## config.mk

```make
export PLATFORM = sky130hd
export DESIGN_NAME = apf_ctrl
export DESIGN_NICKNAME = d
export VERILOG_FILES = /design/src/rtl/core/apf_pkg.sv /design/src/rtl/core/apf_ctrl.sv
export SDC_FILE = /design/constraint.sdc
export NUM_CORES = 1
export LEC_CHECK = 0
export BUFFER_PORTS_ARGS = -buffer_cell sky130_fd_sc_hd__buf_2
export CAP_MARGIN = 20
export CORE_AREA = 2 2 39 41
export CTS_CLUSTER_DIAMETER = 150
export CTS_CLUSTER_SIZE = 10
export DETAILED_ROUTE_END_ITERATION = 16
export DIE_AREA = 0 0 41 43
export PLACE_DENSITY = 0.47
export SYNTH_ARGS = -nofsm -noshare
export SYNTH_HDL_FRONTEND = slang
export SYNTH_SLANG_ARGS = --single-unit
```

## constraint.sdc

```tcl
create_clock -name clock -period 1.4 [get_ports clock]
set_input_delay 0.14 -clock clock [delete_from_list [all_inputs] [get_ports clock]]
set_output_delay 0.14 -clock clock [all_outputs]
set_load 0.03 [all_outputs]
```

## src/rtl/core/apf_pkg.sv

```systemverilog
package apf_pkg;

   localparam int APID_BITS_DEFAULT = 11;
   localparam int COMMAND_BIT_POS   = 12;

   // operation codes
   localparam logic [3:0] OP_FILTER    = 4'd0;
   localparam logic [3:0] OP_SET_ALLOW = 4'd1;
   localparam logic [3:0] OP_SET_RATE  = 4'd2;
   localparam logic [3:0] OP_SET_ROUTE = 4'd3;
   localparam logic [3:0] OP_SET_DEPTH = 4'd4;
   localparam logic [3:0] OP_SET_ACK   = 4'd5;
   localparam logic [3:0] OP_STATUS    = 4'd6;
   localparam logic [3:0] OP_CLEAR     = 4'd7;
   localparam logic [3:0] OP_DEFAULTS  = 4'd8;

   // table entry without the phase, which lives in its own memory
   typedef struct packed {
      logic        pass;
      logic        ack;
      logic [7:0]  rate;
      logic [7:0]  route;
      logic [15:0] depth;
   } entry_type;

   localparam entry_type ENTRY_DEFAULT = '{
      pass:  1'b0,
      ack:   1'b1,
      rate:  8'd1,
      route: 8'd0,
      depth: 16'd0
   };

   // controller to datapath
   typedef struct packed {
      logic capture;        // latch the incoming transaction
      logic update;         // write back the modified entry and load the result
      logic sweep;          // walk the table, one entry per cycle
      logic sweep_defaults; // sweep also restores the entry fields
   } cmd_type;

   // datapath to controller
   typedef struct packed {
      logic is_bulk;        // clear counters or restore defaults
      logic is_defaults;
      logic sweep_last;
   } status_type;

   typedef enum logic [4:0] {
      ST_SWEEP   = 5'b00001,
      ST_IDLE    = 5'b00010,
      ST_READ    = 5'b00100,
      ST_UPDATE  = 5'b01000,
      ST_RESPOND = 5'b10000
   } state_type;

endpackage

```

## src/rtl/core/apf_ctrl.sv

```systemverilog
module apf_ctrl import apf_pkg::*; (
   input  logic       clock,
   input  logic       reset,
   input  logic       req_valid,
   output logic       req_stall,
   output logic       rsp_valid,
   input  logic       rsp_stall,
   input  status_type status,
   output cmd_type    cmd
);

   state_type state_ff, state_in;
   logic      defaults_ff, defaults_in;
   logic      reply_ff, reply_in;

   always_ff @(posedge clock) begin
      if (reset) begin
         state_ff    <= ST_SWEEP;
         defaults_ff <= 1'b1;
         reply_ff    <= 1'b0;
      end else begin
         state_ff    <= state_in;
         defaults_ff <= defaults_in;
         reply_ff    <= reply_in;
      end
   end

   always_comb begin
      state_in    = state_ff;
      defaults_in = defaults_ff;
      reply_in    = reply_ff;
      case (state_ff)
         ST_SWEEP: begin
            if (status.sweep_last) begin
               state_in = reply_ff ? ST_RESPOND : ST_IDLE;
               reply_in = 1'b0;
            end
         end
         ST_IDLE: begin
            if (req_valid) begin
               state_in = ST_READ;
            end
         end
         ST_READ: begin
            state_in = ST_UPDATE;
         end
         ST_UPDATE: begin
            if (status.is_bulk) begin
               state_in    = ST_SWEEP;
               defaults_in = status.is_defaults;
               reply_in    = 1'b1;
            end else begin
               state_in = ST_RESPOND;
            end
         end
         ST_RESPOND: begin
            if (!rsp_stall) begin
               state_in = ST_IDLE;
            end
         end
         default: begin
            state_in = ST_IDLE;
         end
      endcase
   end

   assign req_stall = (state_ff != ST_IDLE);
   assign rsp_valid = (state_ff == ST_RESPOND);

   assign cmd.capture        = (state_ff == ST_IDLE) && req_valid;
   assign cmd.update         = (state_ff == ST_UPDATE);
   assign cmd.sweep          = (state_ff == ST_SWEEP);
   assign cmd.sweep_defaults = defaults_ff;

endmodule

```

==> run_summary.xml, run 1 <==
<?xml version="1.0" encoding="UTF-8"?>
<metrics>
  <group name="sta">
    <metric name="max_slew_margin" unit="">0.815</metric>
    <metric name="fin_crit_sh" unit="">1.06</metric>
    <metric name="timing.hold.ws" unit="ns">0.130</metric>
    <metric name="final_period_minus_worst_setup_slack" unit="ns">1.49</metric>
    <metric name="worst_slew_pin_slew" unit="ns">0.276</metric>
    <metric name="setup-violations-final" unit="">3</metric>
    <metric name="final-hold-violation-count" unit="">0</metric>
    <metric name="timing.setup.tns" unit="ns">-0.146</metric>
    <metric name="clock.fmax" unit="MHz">671</metric>
    <metric name="fin_ws" unit="ns">-0.0906</metric>
    <metric name="timing.final.max_slew_violations" unit="">0</metric>
    <metric name="setup_repair_after_global_routing_missed_its_margin" unit="">yes</metric>
    <metric name="clock-skew-final" unit="ns">0.000281</metric>
  </group>
  <group name="placed_design">
    <metric name="gp_congestion" unit="">0.715</metric>
    <metric name="placement.io_buffers" unit="">12</metric>
    <metric name="post_dp_cell_area" unit="sq um">458</metric>
    <metric name="dp_hpwl" unit="microns">629</metric>
  </group>
  <group name="synthesis">
    <metric name="synth_enable_flop_cells" unit="">0</metric>
    <metric name="mappedNetlistNets" unit="">50</metric>
    <metric name="synth_warnings" unit="">0</metric>
    <metric name="synth.lib_cells_used.distinct" unit="">25</metric>
    <metric name="synth_top_flop_cell" unit="">dfxtp_1</metric>
    <metric name="synth_async_sr_flop_share" unit="">0</metric>
    <metric name="syn-mean-instance-area" unit="sq um">8.47</metric>
    <metric name="synth.ff_latch_count" unit="">7</metric>
    <metric name="syn_area" unit="sq um">364</metric>
    <metric name="seq_area_frac_synth" unit="">0.385</metric>
    <metric name="synthCells" unit="">43</metric>
  </group>
  <group name="critical_path">
    <metric name="worst_setup_path_start_kind" unit="">register</metric>
    <metric name="element_type_at_the_critical_path_end" unit="">output pin</metric>
    <metric name="timing.critical_path.fanout_max" unit="">4</metric>
    <metric name="crit_required" unit="ns">1.26</metric>
    <metric name="critPathArrivalTime" unit="ns">1.35</metric>
    <metric name="critPathKind" unit="">register to output pin</metric>
  </group>
  <group name="cells_and_area">
    <metric name="antenna_diode_count" unit="">0</metric>
    <metric name="area.growth.synth_to_final" unit="%">59.8</metric>
    <metric name="layout.cells.most_common_list" unit="">buf_2 (7), buf_4 (7), clkbuf_4 (4), buf_6 (4)</metric>
    <metric name="filler_cell_count" unit="">146</metric>
    <metric name="net_total_in_the_final_layout" unit="">72</metric>
    <metric name="post_route_cells_drive_above_1_share" unit="">0.531</metric>
    <metric name="utilization" unit="">0.420</metric>
    <metric name="finish.instance_area" unit="sq um">582</metric>
  </group>
  <group name="clocking">
    <metric name="clock_tree.root_cell" unit="">clkbuf_4</metric>
    <metric name="cts_made_buffers" unit="">3</metric>
    <metric name="max-clock-path-buffers" unit="">2</metric>
    <metric name="hold_buffers" unit="">0</metric>
    <metric name="clk_latency" unit="ns">0.25</metric>
    <metric name="clk_pin_slew" unit="ns">0.05</metric>
    <metric name="clock_tree_from_tritoncts" unit="">yes</metric>
    <metric name="clock_tree.htree_level_count" unit="">1</metric>
    <metric name="clkSinkCount" unit="">7</metric>
  </group>
  <group name="power_and_ir_drop">
    <metric name="post-layout-total-power" unit="mW">0.495</metric>
    <metric name="static-leakage-power" unit="nW">0.245</metric>
    <metric name="peakVddDrop" unit="mV">0.379</metric>
    <metric name="power_dens_cells" unit="nW/um^2">850</metric>
  </group>
  <group name="outcome">
    <metric name="violated_checks" unit="">setup timing</metric>
    <metric name="outcome" unit="">finished with violations</metric>
  </group>
  <group name="die">
    <metric name="floorplan.rows" unit="">14</metric>
    <metric name="coreArea" unit="sq um">1380</metric>
    <metric name="top_level_ports" unit="">13</metric>
    <metric name="floorplan.die.height" unit="microns">43</metric>
    <metric name="dieArea" unit="sq um">1760</metric>
    <metric name="die_w" unit="microns">41</metric>
    <metric name="starting_density_of_the_core" unit="">0.263</metric>
  </group>
  <group name="routing">
    <metric name="route.final.wire_length" unit="microns">979</metric>
    <metric name="drt-vias-per-instance" unit="">4.79</metric>
    <metric name="detail_route.wl_per_cell" unit="microns">12.2</metric>
    <metric name="initialDrtViolationCount" unit="">11</metric>
    <metric name="drcViolationCount" unit="">0</metric>
    <metric name="via_count" unit="">383</metric>
    <metric name="antenna_left" unit="">0</metric>
    <metric name="drt_pass1_iterations" unit="">2</metric>
  </group>
  <group name="grt">
    <metric name="largest_net_degree_at_the_start_of_global_routing" unit="">8</metric>
    <metric name="number_of_antenna_violations_at_the_first_check_in_global_routing" unit="">0</metric>
    <metric name="grt_remaining_overflow" unit="">0</metric>
    <metric name="gr-usage-all-layers" unit="">0.131</metric>
    <metric name="grt_pass1_wl" unit="microns">1500</metric>
    <metric name="grt_pass1_vias" unit="">347</metric>
  </group>
  <group name="min_path">
    <metric name="worstHoldPathType" unit="">input pin to register</metric>
  </group>
  <group name="job">
    <metric name="drv_cap" unit="">0</metric>
  </group>
</metrics>
[cells in the mapped netlist, types with 2 or more instances]
| library cell | n | area (sq um) |
|---|---|---|
| buf_4 | 2 | 15.0 |
| nand2_1 | 3 | 11.3 |
| a31oi_1 | 2 | 12.5 |
| dfxtp_1 | 7 | 140 |
| and2_1 | 2 | 12.5 |
| nor2_1 | 3 | 11.3 |
| inv_1 | 2 | 7.51 |
| o21ai_0 | 3 | 15.0 |
| nand3_1 | 3 | 15.0 |
[critical path, cell delays in order (launching register included)]
cell     delay (ns)
dfxtp_2        0.33
or3_4          0.40
nor3b_4        0.21
buf_6          0.16
[metal layers]
layer / share of wire / track usage
met2: 0.48 / 0.175
met1: 0.47 / 0.173
met3: 0.034 / 0.0314
met5: 0 / 0
met4: 0.014 / 0.100
[repair_timing]
action / in CTS / in global routing
pin swaps: 5 / 3
endpoints found under the setup margin: 3 / 6
resized for setup: 8 / 10
setup buffers: 3 / 4
cloned: 0 / 0
[area by class of cell]
class	instances	area, sq um	share of cell area
multi-input cells	32	234	0.402
flip-flops and latches	7	154	0.265
repair buffers	19	140	0.241
clock buffers	4	26.3	0.0452
well taps	16	20.0	0.0344
inverters	2	7.51	0.0129
[where the power goes]
group	internal (mW)	switching (mW)
registers	0.202	0.00862
clock network	0.109	0.0727
logic	0.0510	0.0514
[metrics by stage]
step,setup slack (ns),cells
3_5_place_dp,0.0360,69
3_3_place_gp,0.00923,69
2_1_floorplan,-0.0424,43
5_1_grt,-0.149,80
6_report,-0.0906,80
4_1_cts,-0.0811,76
[path summary, 6_finish.rpt]
path                                  start     endpoint  slack (ns)  depth (start not counted)
worst min register to register  state_ff[4]  state_ff[3]        0.47                          1
worst max register to register  state_ff[2]  defaults_ff        0.04                          5
worst min-delay path              status[2]  state_ff[0]        0.13                          3
worst max-delay path            state_ff[1]    rsp_valid       -0.09                          3
[cells by family (layout without fill, tap and decap cells)]
family	count (synthesis)	count (layout)	synth area share
buffers and inverters	4	25	0.0619
XOR/XNOR	1	1	0.0241
AND/OR/NAND/NOR	22	22	0.364
flip-flops	7	7	0.385
AO/OA/AOI/OAI	9	9	0.165
[flip-flops by register name (all words and copies together) (netlist names)]
register     count
defaults_ff      1
reply_ff         1
state_ff         5
No activity file was read; power rests on OpenSTA's default activity.
==> run 2: changes to the inputs <==
--- a/config.mk
+++ b/config.mk
@@ -12,7 +12,9 @@
 export CTS_CLUSTER_SIZE = 10
 export DETAILED_ROUTE_END_ITERATION = 16
 export DIE_AREA = 0 0 41 43
+export GPL_TIMING_DRIVEN = 0
 export PLACE_DENSITY = 0.47
+export RECOVER_POWER = 25
 export SYNTH_ARGS = -nofsm -noshare
 export SYNTH_HDL_FRONTEND = slang
 export SYNTH_SLANG_ARGS = --single-unit
==> run_summary.xml, run 2 (synthesis gave the netlist of run 1 again) <==
<?xml version="1.0" encoding="UTF-8"?>
<metrics>
  <group name="sta">
    <metric name="setup_repair_after_global_routing_missed_its_margin" unit="">yes</metric>
    <metric name="timing.hold.ws" unit="ns">0.118</metric>
    <metric name="setup-violations-final" unit="">2</metric>
    <metric name="fin_ws" unit="ns">-0.0818</metric>
    <metric name="max_slew_margin" unit="">0.760</metric>
    <metric name="worst_slew_pin_slew" unit="ns">0.362</metric>
    <metric name="final-hold-violation-count" unit="">0</metric>
    <metric name="final_period_minus_worst_setup_slack" unit="ns">1.48</metric>
    <metric name="timing.final.max_slew_violations" unit="">0</metric>
    <metric name="fin_crit_sh" unit="">1.06</metric>
    <metric name="clock-skew-final" unit="ns">0.00493</metric>
    <metric name="clock.fmax" unit="MHz">675</metric>
    <metric name="timing.setup.tns" unit="ns">-0.114</metric>
  </group>
  <group name="clocking">
    <metric name="max-clock-path-buffers" unit="">2</metric>
    <metric name="clkSinkCount" unit="">7</metric>
    <metric name="clk_pin_slew" unit="ns">0.05</metric>
    <metric name="clk_latency" unit="ns">0.25</metric>
    <metric name="clock_tree.htree_level_count" unit="">1</metric>
    <metric name="clock_tree.root_cell" unit="">clkbuf_4</metric>
    <metric name="clock_tree_from_tritoncts" unit="">yes</metric>
    <metric name="cts_made_buffers" unit="">3</metric>
  </group>
  <group name="grt">
    <metric name="gr-usage-all-layers" unit="">0.128</metric>
    <metric name="largest_net_degree_at_the_start_of_global_routing" unit="">7</metric>
    <metric name="grt_remaining_overflow" unit="">0</metric>
    <metric name="number_of_antenna_violations_at_the_first_check_in_global_routing" unit="">0</metric>
    <metric name="grt_pass1_vias" unit="">345</metric>
    <metric name="grt_pass1_wl" unit="microns">1480</metric>
  </group>
  <group name="critical_path">
    <metric name="worst_setup_path_start_kind" unit="">register</metric>
    <metric name="timing.critical_path.fanout_max" unit="">4</metric>
    <metric name="critPathMaxStageDelay" unit="ns">0.40</metric>
    <metric name="critPathKind" unit="">register to output pin</metric>
    <metric name="cp_cell_sequence" unit="">or3_4 &gt; nor3b_4 &gt; buf_6</metric>
    <metric name="cpMaxStageDelayCell" unit="">or3_4</metric>
    <metric name="worstPathBufferInverterCount" unit="">1</metric>
    <metric name="critPathArrivalTime" unit="ns">1.34</metric>
    <metric name="critical-path-top-delay-family" unit="">simple AND/OR/NAND/NOR gates</metric>
    <metric name="element_type_at_the_critical_path_end" unit="">output pin</metric>
    <metric name="crit_required" unit="ns">1.26</metric>
  </group>
  <group name="power_and_ir_drop">
    <metric name="power_dens_cells" unit="nW/um^2">828</metric>
    <metric name="post-layout-total-power" unit="mW">0.489</metric>
    <metric name="peakVddDrop" unit="mV">0.349</metric>
    <metric name="static-leakage-power" unit="nW">0.252</metric>
  </group>
  <group name="routing">
    <metric name="drt_pass1_iterations" unit="">4</metric>
    <metric name="antenna_left" unit="">0</metric>
    <metric name="route.final.wire_length" unit="microns">881</metric>
    <metric name="initialDrtViolationCount" unit="">2</metric>
    <metric name="detail_route.wl_per_cell" unit="microns">10.9</metric>
    <metric name="drcViolationCount" unit="">0</metric>
    <metric name="drt-vias-per-instance" unit="">4.77</metric>
    <metric name="via_count" unit="">386</metric>
  </group>
  <group name="cells_and_area">
    <metric name="filler_cell_count" unit="">146</metric>
    <metric name="post_route_cells_drive_above_1_share" unit="">0.538</metric>
    <metric name="registers.top_by_ff_count" unit="">state_ff</metric>
    <metric name="antenna_diode_count" unit="">0</metric>
    <metric name="stdcell_count" unit="">81</metric>
    <metric name="finish.instance_area" unit="sq um">591</metric>
    <metric name="ff_latch_area" unit="sq um">151</metric>
    <metric name="utilization" unit="">0.427</metric>
    <metric name="number_of_flip_flops_under_the_largest_register_name" unit="">5</metric>
    <metric name="area.growth.synth_to_final" unit="%">62.2</metric>
    <metric name="multi_input_comb_area" unit="sq um">241</metric>
    <metric name="reg_top3" unit="">state_ff: 5 flops, defaults_ff: 1 flops, reply_ff: 1 flops</metric>
    <metric name="net_total_in_the_final_layout" unit="">73</metric>
    <metric name="layout.cells.most_common_list" unit="">buf_4 (8), buf_2 (7), buf_6 (4)</metric>
    <metric name="layout.cells.most_common" unit="">buf_4</metric>
  </group>
  <group name="die">
    <metric name="floorplan.die.height" unit="microns">43</metric>
    <metric name="starting_density_of_the_core" unit="">0.263</metric>
    <metric name="floorplan.rows" unit="">14</metric>
    <metric name="top_level_ports" unit="">13</metric>
    <metric name="die_w" unit="microns">41</metric>
    <metric name="dieArea" unit="sq um">1760</metric>
    <metric name="coreArea" unit="sq um">1380</metric>
  </group>
  <group name="outcome">
    <metric name="outcome" unit="">finished with violations</metric>
    <metric name="violated_checks" unit="">setup timing</metric>
  </group>
  <group name="placed_design">
    <metric name="dp_hpwl" unit="microns">620</metric>
    <metric name="placement.io_buffers" unit="">12</metric>
    <metric name="pre_cts_ws" unit="ns">0.0570</metric>
    <metric name="post_dp_cell_area" unit="sq um">473</metric>
    <metric name="gp_congestion" unit="">0.673</metric>
    <metric name="place_inst" unit="">71</metric>
  </group>
  <group name="job">
    <metric name="drv_cap" unit="">0</metric>
  </group>
  <group name="min_path">
    <metric name="worstHoldPathType" unit="">input pin to register</metric>
  </group>
</metrics>
## run 2: worst reg2reg max path, cell delays in order, from the launching register on
cell,delay (ns)
dfxtp_4,0.36
nor4_2,0.27
and2_4,0.21
nand2_2,0.07
a221o_1,0.34
## run 2: worst paths after layout
kind / startpoint / endpoint / slack (ns) / cells past startpoint
max reg2reg: state_ff[2] / defaults_ff / 0.04 / 4
max: state_ff[0] / rsp_valid / -0.08 / 3
min: reset / reply_ff / 0.12 / 2
min reg2reg: reply_ff / reply_ff / 0.48 / 2
## run 2: area by class of cell
cell class	count	area share
Buffer	1	0.0127
Inverter	2	0.0127
Tap cell	16	0.0339
Timing Repair Buffer	19	0.231
Sequential cell	7	0.256
Multi-Input combinational cell	32	0.409
Clock buffer	4	0.0445
## run 2: power breakdown
group	switching, mW	internal [mW]	leakage [nW]	total (mW)
registers	0.00885	0.204	0.0594	0.213
logic	0.0497	0.0446	0.177	0.0942
clock network	0.0732	0.109	0.0150	0.182
## run 2: repair_timing
action / in CTS / in global routing
buffers inserted: 6 / 1
hold buffers: 0 / 0
cloned: 0 / 0
gates resized for setup: 11 / 6
setup endpoints to repair: 4 / 8
pin swaps: 6 / 3
## run 2: layer usage
metal | global-route usage | vias to the layer above | wire length [microns]
met2 | 0.175 | 12 | 434
met1 | 0.162 | 174 | 394
li1 | - | 198 | -
met5 | 0 | - | 0
met4 | 0.100 | 0 | 11
met3 | 0.0314 | 2 | 41
==> run 3: changes to the inputs <==
--- a/config.mk
+++ b/config.mk
@@ -7,13 +7,15 @@
 export LEC_CHECK = 0
 export BUFFER_PORTS_ARGS = -buffer_cell sky130_fd_sc_hd__buf_2
 export CAP_MARGIN = 20
-export CORE_AREA = 2 2 39 41
+export CELL_PAD_IN_SITES_DETAIL_PLACEMENT = 2
+export CELL_PAD_IN_SITES_GLOBAL_PLACEMENT = 2
+export CORE_UTILIZATION = 24
 export CTS_CLUSTER_DIAMETER = 150
 export CTS_CLUSTER_SIZE = 10
 export DETAILED_ROUTE_END_ITERATION = 16
-export DIE_AREA = 0 0 41 43
+export GPL_ROUTABILITY_DRIVEN = 0
 export GPL_TIMING_DRIVEN = 0
-export PLACE_DENSITY = 0.47
+export PLACE_DENSITY = 0.68
 export RECOVER_POWER = 25
 export SYNTH_ARGS = -nofsm -noshare
 export SYNTH_HDL_FRONTEND = slang
==> run_summary.xml, run 3 (synthesis gave the netlist of run 1 again) <==
<?xml version="1.0" encoding="UTF-8"?>
<metrics>
  <group name="outcome">
    <metric name="outcome" unit="">finished with violations</metric>
    <metric name="violated_checks" unit="">setup timing</metric>
  </group>
  <group name="sta">
    <metric name="setup_repair_after_global_routing_missed_its_margin" unit="">yes</metric>
    <metric name="timing.setup.tns" unit="ns">-0.168</metric>
    <metric name="final_period_minus_worst_setup_slack" unit="ns">1.49</metric>
    <metric name="clock-skew-final" unit="ns">0.00838</metric>
    <metric name="final-hold-violation-count" unit="">0</metric>
    <metric name="timing.final.max_slew_violations" unit="">0</metric>
    <metric name="worst_slew_pin_slew" unit="ns">0.372</metric>
    <metric name="max_slew_margin" unit="">0.753</metric>
    <metric name="setup-violations-final" unit="">5</metric>
    <metric name="fin_crit_sh" unit="">1.07</metric>
    <metric name="timing.hold.ws" unit="ns">0.132</metric>
    <metric name="fin_ws" unit="ns">-0.0941</metric>
    <metric name="clock.fmax" unit="MHz">669</metric>
  </group>
  <group name="clocking">
    <metric name="clock_tree_from_tritoncts" unit="">yes</metric>
    <metric name="clock_tree.root_cell" unit="">clkbuf_4</metric>
    <metric name="hold_buffers" unit="">0</metric>
    <metric name="max-clock-path-buffers" unit="">2</metric>
    <metric name="clk_pin_slew" unit="ns">0.06</metric>
    <metric name="cts_made_buffers" unit="">3</metric>
    <metric name="clkSinkCount" unit="">7</metric>
    <metric name="clock_tree.htree_level_count" unit="">1</metric>
    <metric name="clk_latency" unit="ns">0.25</metric>
  </group>
  <group name="grt">
    <metric name="gr-usage-all-layers" unit="">0.156</metric>
    <metric name="grt_pass1_vias" unit="">356</metric>
    <metric name="number_of_antenna_violations_at_the_first_check_in_global_routing" unit="">0</metric>
    <metric name="grt_remaining_overflow" unit="">0</metric>
    <metric name="largest_net_degree_at_the_start_of_global_routing" unit="">8</metric>
    <metric name="grt_pass1_wl" unit="microns">1640</metric>
  </group>
  <group name="critical_path">
    <metric name="regToRegSetupSlack" unit="ns">0</metric>
    <metric name="critPathKind" unit="">register to output pin</metric>
    <metric name="worst_setup_path_start_kind" unit="">register</metric>
    <metric name="critPathMaxStageDelay" unit="ns">0.40</metric>
    <metric name="crit_required" unit="ns">1.26</metric>
    <metric name="cpMaxStageDelayCell" unit="">or3_4</metric>
    <metric name="r2r_cells" unit="">5</metric>
    <metric name="critPathArrivalTime" unit="ns">1.35</metric>
    <metric name="timing.critical_path.fanout_max" unit="">5</metric>
    <metric name="worstReg2RegStart" unit="">state_ff[0]</metric>
    <metric name="worstReg2RegEnd" unit="">state_ff[1]</metric>
    <metric name="element_type_at_the_critical_path_end" unit="">output pin</metric>
    <metric name="cp_cell_sequence" unit="">or3_4 &gt; nor3b_4 &gt; buf_6</metric>
  </group>
  <group name="placed_design">
    <metric name="placement.io_buffers" unit="">12</metric>
    <metric name="post_dp_cell_area" unit="sq um">472</metric>
    <metric name="dp_hpwl" unit="microns">864</metric>
  </group>
  <group name="die">
    <metric name="floorplan.rows" unit="">13</metric>
    <metric name="dieArea" unit="sq um">1680</metric>
    <metric name="starting_density_of_the_core" unit="">0.270</metric>
    <metric name="top_level_ports" unit="">13</metric>
    <metric name="floorplan.die.height" unit="microns">41.0</metric>
    <metric name="coreArea" unit="sq um">1350</metric>
    <metric name="die_w" unit="microns">41.0</metric>
  </group>
  <group name="cells_and_area">
    <metric name="net_total_in_the_final_layout" unit="">71</metric>
    <metric name="utilization" unit="">0.423</metric>
    <metric name="antenna_diode_count" unit="">0</metric>
    <metric name="post_route_cells_drive_above_1_share" unit="">0.508</metric>
    <metric name="finish.instance_area" unit="sq um">571</metric>
    <metric name="number_of_flip_flops_under_the_largest_register_name" unit="">5</metric>
    <metric name="filler_cell_count" unit="">153</metric>
    <metric name="area.growth.synth_to_final" unit="%">56.7</metric>
    <metric name="layout.cells.most_common_list" unit="">buf_2 (7), buf_4 (5), buf_6 (5)</metric>
    <metric name="layout.cells.most_common" unit="">buf_2</metric>
    <metric name="ff_latch_area" unit="sq um">151</metric>
    <metric name="registers.top_by_ff_count" unit="">state_ff</metric>
    <metric name="reg_top3" unit="">state_ff: 5 flops, defaults_ff: 1 flops, reply_ff: 1 flops</metric>
    <metric name="multi_input_comb_area" unit="sq um">234</metric>
  </group>
  <group name="job">
    <metric name="drv_cap" unit="">0</metric>
  </group>
  <group name="routing">
    <metric name="detail_route.wl_per_cell" unit="microns">14.0</metric>
    <metric name="via_count" unit="">380</metric>
    <metric name="initialDrtViolationCount" unit="">4</metric>
    <metric name="drt_pass1_iterations" unit="">2</metric>
    <metric name="drcViolationCount" unit="">0</metric>
    <metric name="drt-vias-per-instance" unit="">4.87</metric>
    <metric name="route.final.wire_length" unit="microns">1090</metric>
    <metric name="antenna_left" unit="">0</metric>
  </group>
  <group name="power_and_ir_drop">
    <metric name="netSwitchingPower" unit="mW">0.132</metric>
    <metric name="power_switching_share" unit="">0.272</metric>
    <metric name="peakVddDrop" unit="mV">0.294</metric>
    <metric name="power.internal" unit="mW">0.354</metric>
    <metric name="comb_power_share" unit="">0.184</metric>
    <metric name="static-leakage-power" unit="nW">0.233</metric>
    <metric name="power.sequential.fraction" unit="">0.443</metric>
    <metric name="pwr-share-clk" unit="">0.373</metric>
    <metric name="power_dens_cells" unit="nW/um^2">851</metric>
    <metric name="post-layout-total-power" unit="mW">0.486</metric>
  </group>
  <group name="min_path">
    <metric name="hold_depth" unit="">2</metric>
    <metric name="whs_endpoint" unit="">reply_ff</metric>
    <metric name="worstHoldPathType" unit="">input pin to register</metric>
    <metric name="timing.hold.worst.start" unit="">reset</metric>
  </group>
</metrics>
run 3: worst max-delay path by stage:
stage / from / endpoint / slack [ns] / cells after the start
2_1_floorplan: state_ff[0] / state_ff[4] / -0.04 / 4
3_3_place_gp: state_ff[1] / defaults_ff / 0.07 / 4
3_5_place_dp: state_ff[1] / defaults_ff / 0.0003 / 4
4_1_cts: state_ff[0] / rsp_valid / -0.09 / 3
5_1_grt: state_ff[0] / rsp_valid / -0.16 / 3
6_report: state_ff[0] / rsp_valid / -0.09 / 3
run 3: timing repair:
item / CTS / global route
pin swaps: 5 / 0
gates cloned: 0 / 0
setup endpoints to repair: 6 / 8
resized for setup: 15 / 0
setup buffers: 4 / 0
run 3: through the flow:
| step | worst slack (ns) | std cells |
|---|---|---|
| final | -0.0941 | 78 |
| after global routing | -0.162 | 78 |
| after CTS | -0.0950 | 78 |
| after detailed placement | 0.000340 | 70 |
| after global placement | 0.0660 | 70 |
| after floorplan | -0.0424 | 43 |
run 3: cell type report:
type,count,area share
inverters,2,0.0132
plain buffers,2,0.0329
multi-input cells,32,0.410
flip-flops and latches,7,0.265
well taps,15,0.0329
clock buffers,4,0.0461
repair buffers,16,0.200
run 3: per-layer routing:
| metal | global-route usage | routed length [microns] |
|---|---|---|
| met3 | 0.0326 | 43 |
| met4 | 0.0750 | 0 |
| met1 | 0.209 | 515 |
| met2 | 0.234 | 529 |
| met5 | 0 | 0 |
run 3: power groups by stage:
| stage | Clock, mW | Sequential (mW) | Combinational, mW |
|---|---|---|---|
| 2_1_floorplan | 0 | 0.218 | 0.0539 |
| 3_3_place_gp | 0 | 0.221 | 0.0761 |
| 3_5_place_dp | 0 | 0.221 | 0.0793 |
| 4_1_cts | 0.187 | 0.215 | 0.0908 |
| 5_1_grt | 0.207 | 0.216 | 0.0954 |
| 6_report | 0.181 | 0.215 | 0.0891 |
run 3: worst max-delay path: cells and delay by family, from the launching register on:
family        cells  cell delay, ns
simple gates      2            0.61
flops             1            0.34
buf+inv           1            0.16
